`config.mk`:
```
export PLATFORM = sky130hd
export DESIGN_NAME = double_ended_queue
export DESIGN_NICKNAME = d
export VERILOG_FILES = /design/src/rtl/deq_pkg.sv /design/src/rtl/deq_ram.sv /design/src/rtl/deq_ctrl.sv /design/src/rtl/double_ended_queue.sv
export SDC_FILE = /design/constraint.sdc
export NUM_CORES = 1
export LEC_CHECK = 0
export ABC_AREA = 1
export BUFFER_PORTS_ARGS = -buffer_cell sky130_fd_sc_hd__buf_2
export CAP_MARGIN = 20
export CORE_MARGIN = 2
export CORE_UTILIZATION = 45
export DETAILED_ROUTE_END_ITERATION = 8
export HOLD_SLACK_MARGIN = 0.08
export PLACE_DENSITY_LB_ADDON = 0.15
export REMOVE_ABC_BUFFERS = 1
export SYNTH_ARGS = -nofsm -noshare
export SYNTH_HDL_FRONTEND = slang
export SYNTH_SLANG_ARGS = --single-unit
```
`constraint.sdc`:
```
create_clock -name clk -period 3.95 [get_ports clk]
set_clock_uncertainty 0.15 [all_clocks]
set_input_delay 0.1975 -clock clk [delete_from_list [all_inputs] [get_ports clk]]
set_output_delay 0.1975 -clock clk [all_outputs]
set_load 0.02 [all_outputs]
```
`src/rtl/deq_pkg.sv`:
```
// Package for the double-ended queue: opcodes, status codes, default sizes
// and the request struct passed from the pointer control to the top level.
// No dependencies.
`timescale 1ns / 1ps
`default_nettype none

package deq_pkg;

    localparam int DEQ_DEPTH      = 16;
    localparam int DEQ_WORD_WIDTH = 32;

    localparam logic [1:0] OP_PUSH_FRONT = 2'd0;
    localparam logic [1:0] OP_POP_FRONT  = 2'd1;
    localparam logic [1:0] OP_PUSH_REAR  = 2'd2;
    localparam logic [1:0] OP_POP_REAR   = 2'd3;

    localparam logic [1:0] ST_OK    = 2'd0;
    localparam logic [1:0] ST_EMPTY = 2'd1;
    localparam logic [1:0] ST_FULL  = 2'd2;

    typedef struct packed {
        logic       wr_en;
        logic       rd_en;
        logic [1:0] status;
    } deq_req_t;

endpackage

`default_nettype wire

```
`src/rtl/deq_ram.sv`:
```
// Generic single-port synchronous RAM with registered read data.
// Read data holds its value in cycles without a read. No dependencies.
`timescale 1ns / 1ps
`default_nettype none

module deq_ram #(
    parameter int WIDTH = 32,
    parameter int DEPTH = 16
) (
    input  wire logic                     clk,
    input  wire logic                     we,
    input  wire logic                     re,
    input  wire logic [$clog2(DEPTH)-1:0] addr,
    input  wire logic [WIDTH-1:0]         wdata,
    output logic      [WIDTH-1:0]         rdata
);

    logic [WIDTH-1:0] mem [DEPTH];

    always_ff @(posedge clk)
    begin
        if (we)
        begin
            mem[addr] <= wdata;
        end
        if (re)
        begin
            rdata <= mem[addr];
        end
    end

endmodule

`default_nettype wire

```
`src/rtl/deq_ctrl.sv`:
```
// Front/rear pointers and occupancy count of the ring buffer; turns each
// transferred item into at most one RAM access and a status code. Uses deq_pkg.
`timescale 1ns / 1ps
`default_nettype none

module deq_ctrl
    import deq_pkg::*;
#(
    parameter int DEPTH      = DEQ_DEPTH,
    parameter int WORD_WIDTH = DEQ_WORD_WIDTH
) (
    input  wire logic                     clk,
    input  wire logic                     rst_n,
    input  wire logic                     accept,
    input  wire logic [1:0]               opcode,
    input  wire logic signed [31:0]       value_in,
    output deq_req_t                      req,
    output logic      [$clog2(DEPTH)-1:0] addr,
    output logic      [WORD_WIDTH-1:0]    wdata
);

    localparam int AW = $clog2(DEPTH);
    localparam int CW = $clog2(DEPTH + 1);
    localparam logic [AW-1:0] LAST_IDX = AW'(DEPTH - 1);
    localparam logic [CW-1:0] FULL_CNT = CW'(DEPTH);

    logic [AW-1:0] front_reg, front_next;
    logic [AW-1:0] rear_reg, rear_next;
    logic [CW-1:0] count_reg, count_next;

    logic [AW-1:0] front_inc, front_dec, rear_inc, rear_dec;
    logic          full, empty;
    logic [WORD_WIDTH+31:0] word_ext;

    assign full  = (count_reg == FULL_CNT);
    assign empty = (count_reg == '0);

    assign front_inc = (front_reg == LAST_IDX) ? '0 : front_reg + 1'b1;
    assign front_dec = (front_reg == '0) ? LAST_IDX : front_reg - 1'b1;
    assign rear_inc  = (rear_reg == LAST_IDX) ? '0 : rear_reg + 1'b1;
    assign rear_dec  = (rear_reg == '0) ? LAST_IDX : rear_reg - 1'b1;

    // store keeps the low WORD_WIDTH bits, zero above 32
    assign word_ext = {{WORD_WIDTH{1'b0}}, value_in};
    assign wdata    = word_ext[WORD_WIDTH-1:0];

    always_comb
    begin
        front_next = front_reg;
        rear_next  = rear_reg;
        count_next = count_reg;
        req        = '{wr_en: 1'b0, rd_en: 1'b0, status: ST_OK};
        addr       = front_reg;
        case (opcode)
            OP_PUSH_FRONT:
            begin
                addr = front_dec;
                if (full)
                begin
                    req.status = ST_FULL;
                end
                else if (accept)
                begin
                    req.wr_en  = 1'b1;
                    front_next = front_dec;
                    count_next = count_reg + 1'b1;
                end
            end
            OP_POP_FRONT:
            begin
                addr = front_reg;
                if (empty)
                begin
                    req.status = ST_EMPTY;
                end
                else if (accept)
                begin
                    req.rd_en  = 1'b1;
                    front_next = front_inc;
                    count_next = count_reg - 1'b1;
                end
            end
            OP_PUSH_REAR:
            begin
                addr = rear_reg;
                if (full)
                begin
                    req.status = ST_FULL;
                end
                else if (accept)
                begin
                    req.wr_en  = 1'b1;
                    rear_next  = rear_inc;
                    count_next = count_reg + 1'b1;
                end
            end
            default:
            begin
                addr = rear_dec;
                if (empty)
                begin
                    req.status = ST_EMPTY;
                end
                else if (accept)
                begin
                    req.rd_en  = 1'b1;
                    rear_next  = rear_dec;
                    count_next = count_reg - 1'b1;
                end
            end
        endcase
    end

    always_ff @(posedge clk or negedge rst_n)
    begin
        if (!rst_n)
        begin
            front_reg <= '0;
            rear_reg  <= '0;
            count_reg <= '0;
        end
        else
        begin
            front_reg <= front_next;
            rear_reg  <= rear_next;
            count_reg <= count_next;
        end
    end

    // rear must always sit count slots past front
    logic [CW:0] span;
    logic [AW-1:0] rear_expect;
    assign span        = (CW+1)'(front_reg) + (CW+1)'(count_reg);
    assign rear_expect = (span >= (CW+1)'(DEPTH)) ? AW'(span - (CW+1)'(DEPTH)) : AW'(span);

    a_count_bound: assert property (@(posedge clk) disable iff (!rst_n)
        count_reg <= FULL_CNT)
        else $error("occupancy count above depth");

    a_ring_consistent: assert property (@(posedge clk) disable iff (!rst_n)
        rear_reg == rear_expect)
        else $error("rear pointer out of step with front and count");

    a_push_grows: assert property (@(posedge clk) disable iff (!rst_n)
        req.wr_en |=> count_reg == $past(count_reg) + 1'b1)
        else $error("push did not grow the count");

    a_pop_shrinks: assert property (@(posedge clk) disable iff (!rst_n)
        req.rd_en |=> count_reg == $past(count_reg) - 1'b1)
        else $error("pop did not shrink the count");

endmodule

`default_nettype wire

```
`src/rtl/double_ended_queue.sv`:
```
// Double-ended queue of signed words in a single-port ring-buffer RAM.
// A result is registered and appears in the cycle after its input transfer (RAM read).
// Throughput: one item per cycle; input stalls only while a result waits.
// Reset (rst_n, async): queue empty, pointers zero, no result pending.
// RAM contents are not cleared; only written entries are ever read.
// Uses deq_pkg, deq_ctrl and deq_ram.
`timescale 1ns / 1ps
`default_nettype none

module double_ended_queue
    import deq_pkg::*;
#(
    parameter int DEPTH      = DEQ_DEPTH,
    parameter int WORD_WIDTH = DEQ_WORD_WIDTH
) (
    input  wire logic               clk,
    input  wire logic               rst_n,
    input  wire logic               in_valid,
    output logic                    in_stall,
    input  wire logic [1:0]         opcode,
    input  wire logic signed [31:0] value_in,
    output logic                    out_valid,
    input  wire logic               out_stall,
    output logic signed [31:0]      value_out,
    output logic [1:0]              status
);

    deq_req_t                   req;
    logic [$clog2(DEPTH)-1:0]   addr;
    logic [WORD_WIDTH-1:0]      wdata;
    logic [WORD_WIDTH-1:0]      rdata;
    logic                       accept;

    logic       out_valid_reg, out_valid_next;
    logic [1:0] status_reg;
    logic       pop_ok_reg;
    logic [WORD_WIDTH+31:0] rd_ext;

    assign in_stall = out_valid_reg & out_stall;
    assign accept   = in_valid & ~in_stall;

    deq_ctrl #(
        .DEPTH      (DEPTH),
        .WORD_WIDTH (WORD_WIDTH)
    ) u_ctrl (
        .clk      (clk),
        .rst_n    (rst_n),
        .accept   (accept),
        .opcode   (opcode),
        .value_in (value_in),
        .req      (req),
        .addr     (addr),
        .wdata    (wdata)
    );

    deq_ram #(
        .WIDTH (WORD_WIDTH),
        .DEPTH (DEPTH)
    ) u_ram (
        .clk   (clk),
        .we    (req.wr_en),
        .re    (req.rd_en),
        .addr  (addr),
        .wdata (wdata),
        .rdata (rdata)
    );

    assign out_valid_next = accept | (out_valid_reg & out_stall);

    always_ff @(posedge clk or negedge rst_n)
    begin
        if (!rst_n)
        begin
            out_valid_reg <= 1'b0;
        end
        else
        begin
            out_valid_reg <= out_valid_next;
        end
    end

    always_ff @(posedge clk)
    begin
        if (accept)
        begin
            status_reg <= req.status;
            pop_ok_reg <= req.rd_en;
        end
    end

    // RAM read data holds while the result is stalled (no new read issued)
    assign rd_ext    = {32'd0, rdata};
    assign out_valid = out_valid_reg;
    assign status    = status_reg;
    assign value_out = pop_ok_reg ? $signed(rd_ext[31:0]) : 32'sd0;

    a_no_access_when_stalled: assert property (@(posedge clk) disable iff (!rst_n)
        in_stall |-> !req.wr_en && !req.rd_en)
        else $error("RAM access while result stalled");

    a_result_follows_transfer: assert property (@(posedge clk) disable iff (!rst_n)
        accept |=> out_valid_reg)
        else $error("transfer produced no result");

    a_pop_data_held: assert property (@(posedge clk) disable iff (!rst_n)
        (out_valid_reg && out_stall) |=> $stable(rdata))
        else $error("read data changed under a stalled result");

endmodule

`default_nettype wire
```
; Word level (Yosys, flattened, before mapping)
; Memories as Yosys holds them, arrays and structs flattened. A register that Yosys moved wholly into a read port is not among the register bits.
; Cells that the tools add are included.
[totals]
regBits = 17
mem_bits_rw = 512
inputBits = 38
out_inout_bits = 36
elab_cells = 72
memories = 1
[op_classes]
add_sub_neg = 6
eq_ne = 13
n_mux = 31
bitwise = 5
n_reduce_logical = 10
[memory_table]
columns = name, depth, word_bits, read_ports, rd_clocked_by_memory_dff, wr, line
row1 = u_ram.mem, 16, 32, 1, 1, 1, deq_ram.sv:18  ; logic [WIDTH-1:0] mem [DEPTH];
[op_table]
columns = operator, count
row1 = 4-bit 2-to-1 mux, 12
row2 = 32-bit 2-to-1 mux, 1
row3 = 5-bit 2-to-1 mux, 5
row4 = 2-bit inequality test (second input constant), 8
row5 = 4-bit one-hot mux with 2 select lines, 2
row6 = 4-bit one-hot mux with 3 select lines, 1
row7 = 4-bit by 1-bit adder with 4-bit output (second input constant), 2
row8 = 4-bit equality test (second input constant), 2
row9 = 4-bit logical NOT, 2
row10 = 1-bit 2-to-1 mux, 8
row11 = 4-bit by 1-bit subtractor with 4-bit output (second input constant), 2
row12 = 5-bit by 1-bit adder with 5-bit output (second input constant), 1
row13 = 5-bit equality test (second input constant), 1
row14 = 5-bit logical NOT, 1
row15 = 5-bit AND reduction, 1
row16 = 5-bit by 1-bit subtractor with 5-bit output (second input constant), 1
row17 = 2-bit 2-to-1 mux, 2
row18 = 4-bit AND reduction, 1
row19 = 2-bit OR reduction, 2
row20 = 3-bit AND reduction, 1
row21 = 1-bit AND, 2
row22 = 2-bit by 1-bit equality test with 1-bit output (second input constant), 1
row23 = 2-bit equality test (second input constant), 1
row24 = 2-bit logical NOT, 1
row25 = other kinds (3), 4

; Logic depth before layout (Yosys ltp)
; Gate-level depths: netlist (run 1).
[depth]
ltp_word = 8
mapped_depth = 17
depth_no_buf = 15

; Hierarchy
; From an unflattened synthesis (run 1), not the netlist that was laid out.
[hier_totals]
cells_unflattened = 2410
area_unflattened_um2 = 24452.2
[modules_own_cells]
columns = mod, n_inst, cells_per_inst, area_per_inst_um2, seq_area_each_um2
row1 = deq_ram, 1, 2113, 22534.1, 16335.7
row2 = deq_ctrl, 1, 221, 1508.9, 325.3
row3 = double_ended_queue, 1, 76, 409.1, 115.1

; Worst setup path after synthesis (run 1)
; OpenSTA, ideal clock, no wires.
[synth_timing]
path_kind = register -> register
from = reg u_ctrl.rear_reg[0]
to = mem u_ram.mem[0][0], enable pin
setup_ns = 0.421
t_arrival_ns = 3.020
required_time_ns = 3.379
slack_ns = 0.359
stages_incl_launch_ff = 11
n_path_buf = 1
synth_period_minus_slack_ns = 3.591
path_cell_list = dfrtp_1 > inv_2 > ha_1 > xnor2_1 > nand2_1 > nand2_2 > inv_1 > nor2_2 > buf_2 > inv_2 > nor2_1
[synth_between]
elab_chain_cells = 3
word_cells_on_any_way = 4
classes_between = add/sub: 1 / mux: 2 / reduce/logical: 1
[synth_rtl]
columns = element, line
row1 = start: declaration, deq_ctrl.sv:28  ; logic [AW-1:0] rear_reg, rear_next;
row2 = start signal: assignment, deq_ctrl.sv:125  ; rear_reg <= rear_next;
row3 = 4-bit by 1-bit subtractor with 4-bit output or 4-bit logical NOT (tied branches), deq_ctrl.sv:41  ; assign rear_dec = (rear_reg == '0) ? LAST_IDX : rear_reg - 1'b1;
row4 = 4-bit 2-to-1 mux, deq_ctrl.sv:41
row5 = 4-bit one-hot mux with 3 select lines (*), deq_ctrl.sv:54  ; case (opcode)
row6 = end: declaration, deq_ram.sv:18
; Every way passes the cells marked *; elsewhere a longest branch is shown, timed or not.

; Final worst setup path (run 1)
[layout_timing]
from = reg u_ctrl.rear_reg[0]
to = mem u_ram.mem[15][29], enable pin
; Same word-level chain as after synthesis.

==> results of run 1 <==
-- metrics by stage --
step,instances,hold WS (ps),total power (W),TNS (ps),utilization
after CTS,3207,315.4,0.01777,0,0.5167
final,3207,349.4,0.01759,0,0.5167
after global placement,3059,-30.87,0.01250,0,0.4761
after detailed placement,3059,-20.90,0.01255,0,0.4761
after floorplan,2245,-248.1,0.01078,-1791520,-
after global routing,3207,351.1,0.01870,0,0.5167
-- logic make-up after synthesis --
group           synth area share
compound gates          0.005707
flops                     0.6893
fa+ha+maj               0.004421
buf+inv                  0.04709
simple gates              0.2502
xor+xnor                0.003239
-- report_power, final --
group	internal, W	switching (W)
combinational	0.00149	0.00383
clock	0.00293	0.00225
sequential	0.00695	0.000138
-- per-layer routing --
metal,up-vias,GRT usage,routed length (µm)
li1,7990,-,-
met1,8021,0.2918,26740
met2,380,0.3671,28800
met3,87,0.02576,2793
met4,0,0.06885,1460
met5,-,0,0
-- worst max-delay path: cells and delay by family, from the launching register on --
family,cells,cell delay (ps)
fa+ha+maj,1,210
compound gates,1,100
flops,1,490
simple gates,7,1040
buf+inv,4,870
-- synthesized netlist by cell type, types with 2 or more instances --
master	n
sky130_fd_sc_hd__nand3_1	275
sky130_fd_sc_hd__nand2_2	4
sky130_fd_sc_hd__ha_1	7
sky130_fd_sc_hd__xnor2_1	3
sky130_fd_sc_hd__a21oi_1	7
sky130_fd_sc_hd__nand2_1	1198
sky130_fd_sc_hd__buf_2	88
sky130_fd_sc_hd__inv_1	118
sky130_fd_sc_hd__nor2_4	2
sky130_fd_sc_hd__clkbuf_1	23
sky130_fd_sc_hd__nand3_2	2
sky130_fd_sc_hd__nor2_2	2
sky130_fd_sc_hd__o21ai_0	15
sky130_fd_sc_hd__buf_4	15
sky130_fd_sc_hd__buf_6	2
sky130_fd_sc_hd__nor2_1	24
sky130_fd_sc_hd__o21ai_1	3
sky130_fd_sc_hd__xor2_1	6
sky130_fd_sc_hd__dfrtp_1	14
sky130_fd_sc_hd__edfxtp_1	547
sky130_fd_sc_hd__inv_2	10
-- worst min path at each step --
stage	from	slack [ps]	endpoint	cells after the start
4_1_cts	opcode[1]	320	u_ctrl.rear_reg[0]	4
3_5_place_dp	rst_n	-20	u_ctrl.front_reg[0]	1
6_report	opcode[1]	350	u_ctrl.rear_reg[0]	4
2_1_floorplan	rst_n	-250	out_valid	0
5_1_grt	opcode[1]	350	u_ctrl.rear_reg[0]	4
3_3_place_gp	rst_n	-30	u_ctrl.front_reg[3]	1
-- area by class of cell --
class                   instances  area share
clock buffers                  73     0.05674
clock inverters                36    0.007860
multi-input cells            1556      0.2373
inverters                     128     0.01744
flip-flops and latches        561      0.6057
well taps                     696     0.03144
repair buffers                157     0.04355
-- repair_timing --
item                                    4_1_cts  5_1_grt
endpoints found under the setup margin        0        0
endpoints found under the hold margin       542        0
hold buffers                                 39        0
==> results.yml, run 1 <==
run_status:
  run_status: "completed"
timing:
  rsz_0062_raised_after_global_routing: "no"
  final_max_slew_viol_count: 0
  worstMarginPinSlew_ps: 1081
  final.period_utilization: 0.8126
  period_minus_slack_ps: 3210
  worst_slack_ps: 740.3
  max_clock_freq_ghz: 0.3116
  final-hold-violation-count: 0
  timing.slew.headroom: 0.2791
  report.final.setup_viol: 0
logic_synthesis:
  synth.top_cells.by_area: "sky130_fd_sc_hd__edfxtp_1 (67%), sky130_fd_sc_hd__nand2_1 (18%), sky130_fd_sc_hd__nand3_1 (5.7%), sky130_fd_sc_hd__inv_1 (1.8%), sky130_fd_sc_hd__buf_2 (1.8%)"
  post_synthesis_cell_type_with_the_largest_combined_area: "sky130_fd_sc_hd__edfxtp_1"
  synth.avg_cell_area_um2: 10.25
  synth.yosys.seq_area_share: 0.6893
  netlist-cell-type-count: 30
  yosys_register_bits: 561
  synth_top_area_frac: 0.6749
  synth_top_flop_cell: "sky130_fd_sc_hd__edfxtp_1"
  postSynthCellCount: 2374
  synth_edf_count: 547
  async_flop_share: 0.02496
  synthesis.area_um2: 24340
  synth.yosys.warnings: 0
setup_path:
  path_common_cell: "sky130_fd_sc_hd__nand2_1"
  worst_r2r_path_depth: 13
  crit_type: "reg -> reg"
  crit_path_max_incr_delay_ps: 490
  critical_path.endpoint_type: "register"
  reg2reg_setup_slack_ps: 740
  crit_start: "u_ctrl.rear_reg[0]"
  crit_path_cell_trace: "inv_2, ha_1, nand2_1, nand2_1, nand2_1, o21ai_1, nand2_1, nand3_2, inv_2, nor2_4, inv_1, nor2_4, buf_4"
  crit_slowest_cell: "sky130_fd_sc_hd__dfrtp_1"
  worstReg2RegEnd: "u_ram.mem[15][29]"
  worstPathArrival_ps: 3330
  worst_setup_path_start_kind: "register"
  worstPathRequired_ps: 4070
  critPathCapture: "u_ram.mem[15][29]"
  crit_fanout: 17
  regToRegStartpoint: "u_ctrl.rear_reg[0]"
hold_path:
  worst_hold_path_type: "in -> reg"
route:
  detailedRoute.firstPassIterationCount: 5
  vias: 16480
  detail_route.vias_per_cell: 5.138
  drc: 0
  finalWirelength_um: 59800
  detail_route.iter0.violations: 1420
  wl_per_cell_um: 18.65
  antenna_violating_nets_post_route: 0
final_layout:
  largest_register_ffs: 512
  fill_cells: 4820
  antenna_cells: 0
  most_common_cell_after_layout_fill_and_taps_aside: "sky130_fd_sc_hd__nand2_1"
  stdcell_area_um2: 27700
  register_area_um2: 16780
  layout.nets: 2509
  areaGrowthSynthToFinish_pct: 13.81
  highest_count_cells_in_the_layout_ignoring_fill_and_taps: "sky130_fd_sc_hd__nand2_1 (1198), sky130_fd_sc_hd__edfxtp_1 (547), sky130_fd_sc_hd__nand3_1 (275)"
  final_layout_size_suffix_gt1_frac: 0.09319
  area_occupied_by_multi_input_gates_um2: 6573
floorplanning:
  core_area_um2: 53600
  die_footprint_um2: 55960
  io_pins: 74
  row_count: 85
  floorplan.die.height_um: 236.6
  initial_core_util: 0.4540
  floorplan.die.width_um: 236.6
placement:
  placement.cell_area_um2: 25520
  dpl_worst_slack_ps: 765.0
  globalplace.congestion: 0.8181
  detailedPlacementHpwl_um: 32540
  port_buffers: 73
clocking:
  cts_tree: "built"
  cts_buffer_depth: 3
  post-cts-setup-buffers: 0
  clk_root_buffer_cell: "sky130_fd_sc_hd__clkbuf_16"
  cts-buffers-inserted: 59
  clkSinkCount: 561
  clk_pin_slew_ps: 60
  clock_insertion_delay_worst_skew_ps: 620
  cts_resized: 0
  cts_h_tree_depth: 2
global_route:
  first_global_vias: 16400
  grt_antenna_before_repair: 0
  grt_remaining_overflow: 0
  grtUsageTotal: 0.2163
  grt_max_degree: 174
  grt_first_pass_wirelength_um: 93990
power_and_ir_drop:
  p_per_area_nw_per_um2: 635.1
  leakage_nw: 11.73
  peakVddDrop_v: 0.0005452
flow_run:
  cap_violations: 0
(Power assumes the default switching activity.)
==> run 2, diff against run 1 <==
==> constraint.sdc (replaced) <==
create_clock -name clk -period 2.8 [get_ports clk]
set_clock_uncertainty 0.15 [all_clocks]
set_input_delay 0.14 -clock clk [delete_from_list [all_inputs] [get_ports clk]]
set_output_delay 0.14 -clock clk [all_outputs]
set_load 0.02 [all_outputs]
==> results.yml, run 2 (synthesis results as in run 1) <==
timing:
  report.final.setup_viol: 0
  final.period_utilization: 0.9258
  period_minus_slack_ps: 2592
  worstMarginPinSlew_ps: 740.5
  max_clock_freq_ghz: 0.3857
  rsz_0062_raised_after_global_routing: "no"
  final_max_slew_viol_count: 0
  timing.slew.headroom: 0.5047
  final-hold-violation-count: 0
final_layout:
  most_common_cell_after_layout_fill_and_taps_aside: "sky130_fd_sc_hd__nand2_1"
  antenna_cells: 0
  layout.nets: 2542
  final_layout_size_suffix_gt1_frac: 0.1070
  fill_cells: 4784
  area_occupied_by_multi_input_gates_um2: 6573
  layout.cells.non_filler: 3238
  largest_register_ffs: 512
  areaGrowthSynthToFinish_pct: 16.50
  register_area_um2: 16780
  highest_count_cells_in_the_layout_ignoring_fill_and_taps: "sky130_fd_sc_hd__nand2_1 (1198), sky130_fd_sc_hd__edfxtp_1 (547), sky130_fd_sc_hd__nand3_1 (275)"
setup_path:
  worstPathArrival_ps: 2820
  crit_type: "reg -> reg"
  worstPathRequired_ps: 3030
  critical_path.endpoint_type: "register"
  worst_setup_path_start_kind: "register"
  crit_fanout: 42
route:
  detail_route.vias_per_cell: 5.184
  detail_route.iter0.violations: 1121
  antenna_violating_nets_post_route: 0
  vias: 16790
  wl_per_cell_um: 19.28
  detailedRoute.firstPassIterationCount: 5
  finalWirelength_um: 62430
  drc: 0
global_route:
  grt_first_pass_wirelength_um: 96500
  grt_antenna_before_repair: 0
  grt_max_degree: 96
  grt_remaining_overflow: 0
  first_global_vias: 16410
  grtUsageTotal: 0.2254
clocking:
  cts-buffers-inserted: 58
  clk_pin_slew_ps: 60
  clock_insertion_delay_worst_skew_ps: 630
  clkSinkCount: 561
  cts_h_tree_depth: 2
  post-cts-setup-buffers: 0
  cts_buffer_depth: 3
  cts_tree: "built"
  clk_root_buffer_cell: "sky130_fd_sc_hd__clkbuf_16"
floorplanning:
  die_footprint_um2: 55960
  io_pins: 74
  row_count: 85
  core_area_um2: 53600
  floorplan.die.height_um: 236.6
  initial_core_util: 0.4540
  floorplan.die.width_um: 236.6
placement:
  globalplace.congestion: 0.8123
  detailedPlacementHpwl_um: 33640
  port_buffers: 73
  number_of_cells_in_the_design_after_placement: 3092
power_and_ir_drop:
  power.total_w: 0.02545
  leakage_nw: 12.01
  p_per_area_nw_per_um2: 897.7
  peakVddDrop_v: 0.0005165
run_status:
  run_status: "completed"
hold_path:
  worst_hold_path_type: "in -> reg"
flow_run:
  cap_violations: 0
run 2: cell count changes in the layout (fill, tap and decap cells not counted), moves of 3 or more:
cell                        delta
sky130_fd_sc_hd__buf_12       +25
sky130_fd_sc_hd__buf_4         +6
sky130_fd_sc_hd__bufinv_16     +3
sky130_fd_sc_hd__clkinv_1      -6
run 2: area by class of cell:
class / count / share of cell area
clock inverters: 35 / 0.01103
multi-input cells: 1556 / 0.2318
repair buffers: 191 / 0.06407
inverters: 128 / 0.01703
flip-flops and latches: 561 / 0.5917
well taps: 696 / 0.03071
clock buffers: 71 / 0.05366
run 2: metrics by stage:
step,cell area [µm²],util,setup TNS (ps),setup WS (ps),hold WS [ps]
2_1_floorplan,23670,-,-2417120,-4719,-305.6
3_3_place_gp,26100,0.4870,0,264.4,-76.95
3_5_place_dp,26100,0.4870,0,200.3,-76.82
4_1_cts,28340,0.5287,0,165.6,218.8
5_1_grt,28350,0.5290,0,45.96,290.4
6_report,28350,0.5290,0,207.6,250.1
run 2: per-layer routing:
metal,global-route usage,routed length (µm)
met5,0,0
met3,0.03031,3584
met2,0.3766,29830
met1,0.3100,27750
met4,0.06387,1260
run 2: path summary, 6_finish.rpt:
| kind | start | endpoint | slack [ps] | cells past startpoint |
|---|---|---|---|---|
| worst min register to register | u_ctrl.count_reg[3] | u_ctrl.count_reg[3] | 380 | 2 |
| worst max-delay path | u_ctrl.front_reg[0] | u_ram.rdata[6] | 210 | 16 |
| worst max register to register | u_ctrl.front_reg[0] | u_ram.rdata[6] | 210 | 16 |
| max in group asynchronous | rst_n | u_ctrl.rear_reg[3] | 1540 | 3 |
| min in group asynchronous | rst_n | out_valid | 490 | 3 |
| worst min-delay path | opcode[1] | u_ctrl.rear_reg[0] | 250 | 4 |
run 2: power by group:
part           switching (W)  total [W]  internal (W)
clock network        0.00320    0.00752       0.00431
registers           0.000195     0.0100       0.00981
logic                0.00549    0.00794       0.00245
run 2: repair_timing:
item,in CTS,in global routing
endpoints found under the setup margin,0,1
hold endpoints to repair,542,0
hold buffers,40,0
resized for setup,0,4
run 2: worst max-delay path, stage by stage, from the launching register on:
cell and delay [ps]:
sky130_fd_sc_hd__dfrtp_1 410, sky130_fd_sc_hd__inv_2 90, sky130_fd_sc_hd__ha_1 230, sky130_fd_sc_hd__nand2_1 90
sky130_fd_sc_hd__nand2_1 70, sky130_fd_sc_hd__nand2_1 160, sky130_fd_sc_hd__nand2_8 110, sky130_fd_sc_hd__buf_16 210
sky130_fd_sc_hd__buf_16 240, sky130_fd_sc_hd__nand3_1 90, sky130_fd_sc_hd__nand2_1 60, sky130_fd_sc_hd__nand2_1 60
sky130_fd_sc_hd__nand2_1 70, sky130_fd_sc_hd__nand2_1 80, sky130_fd_sc_hd__nand2_1 60, sky130_fd_sc_hd__inv_1 70
sky130_fd_sc_hd__nand2_1 50
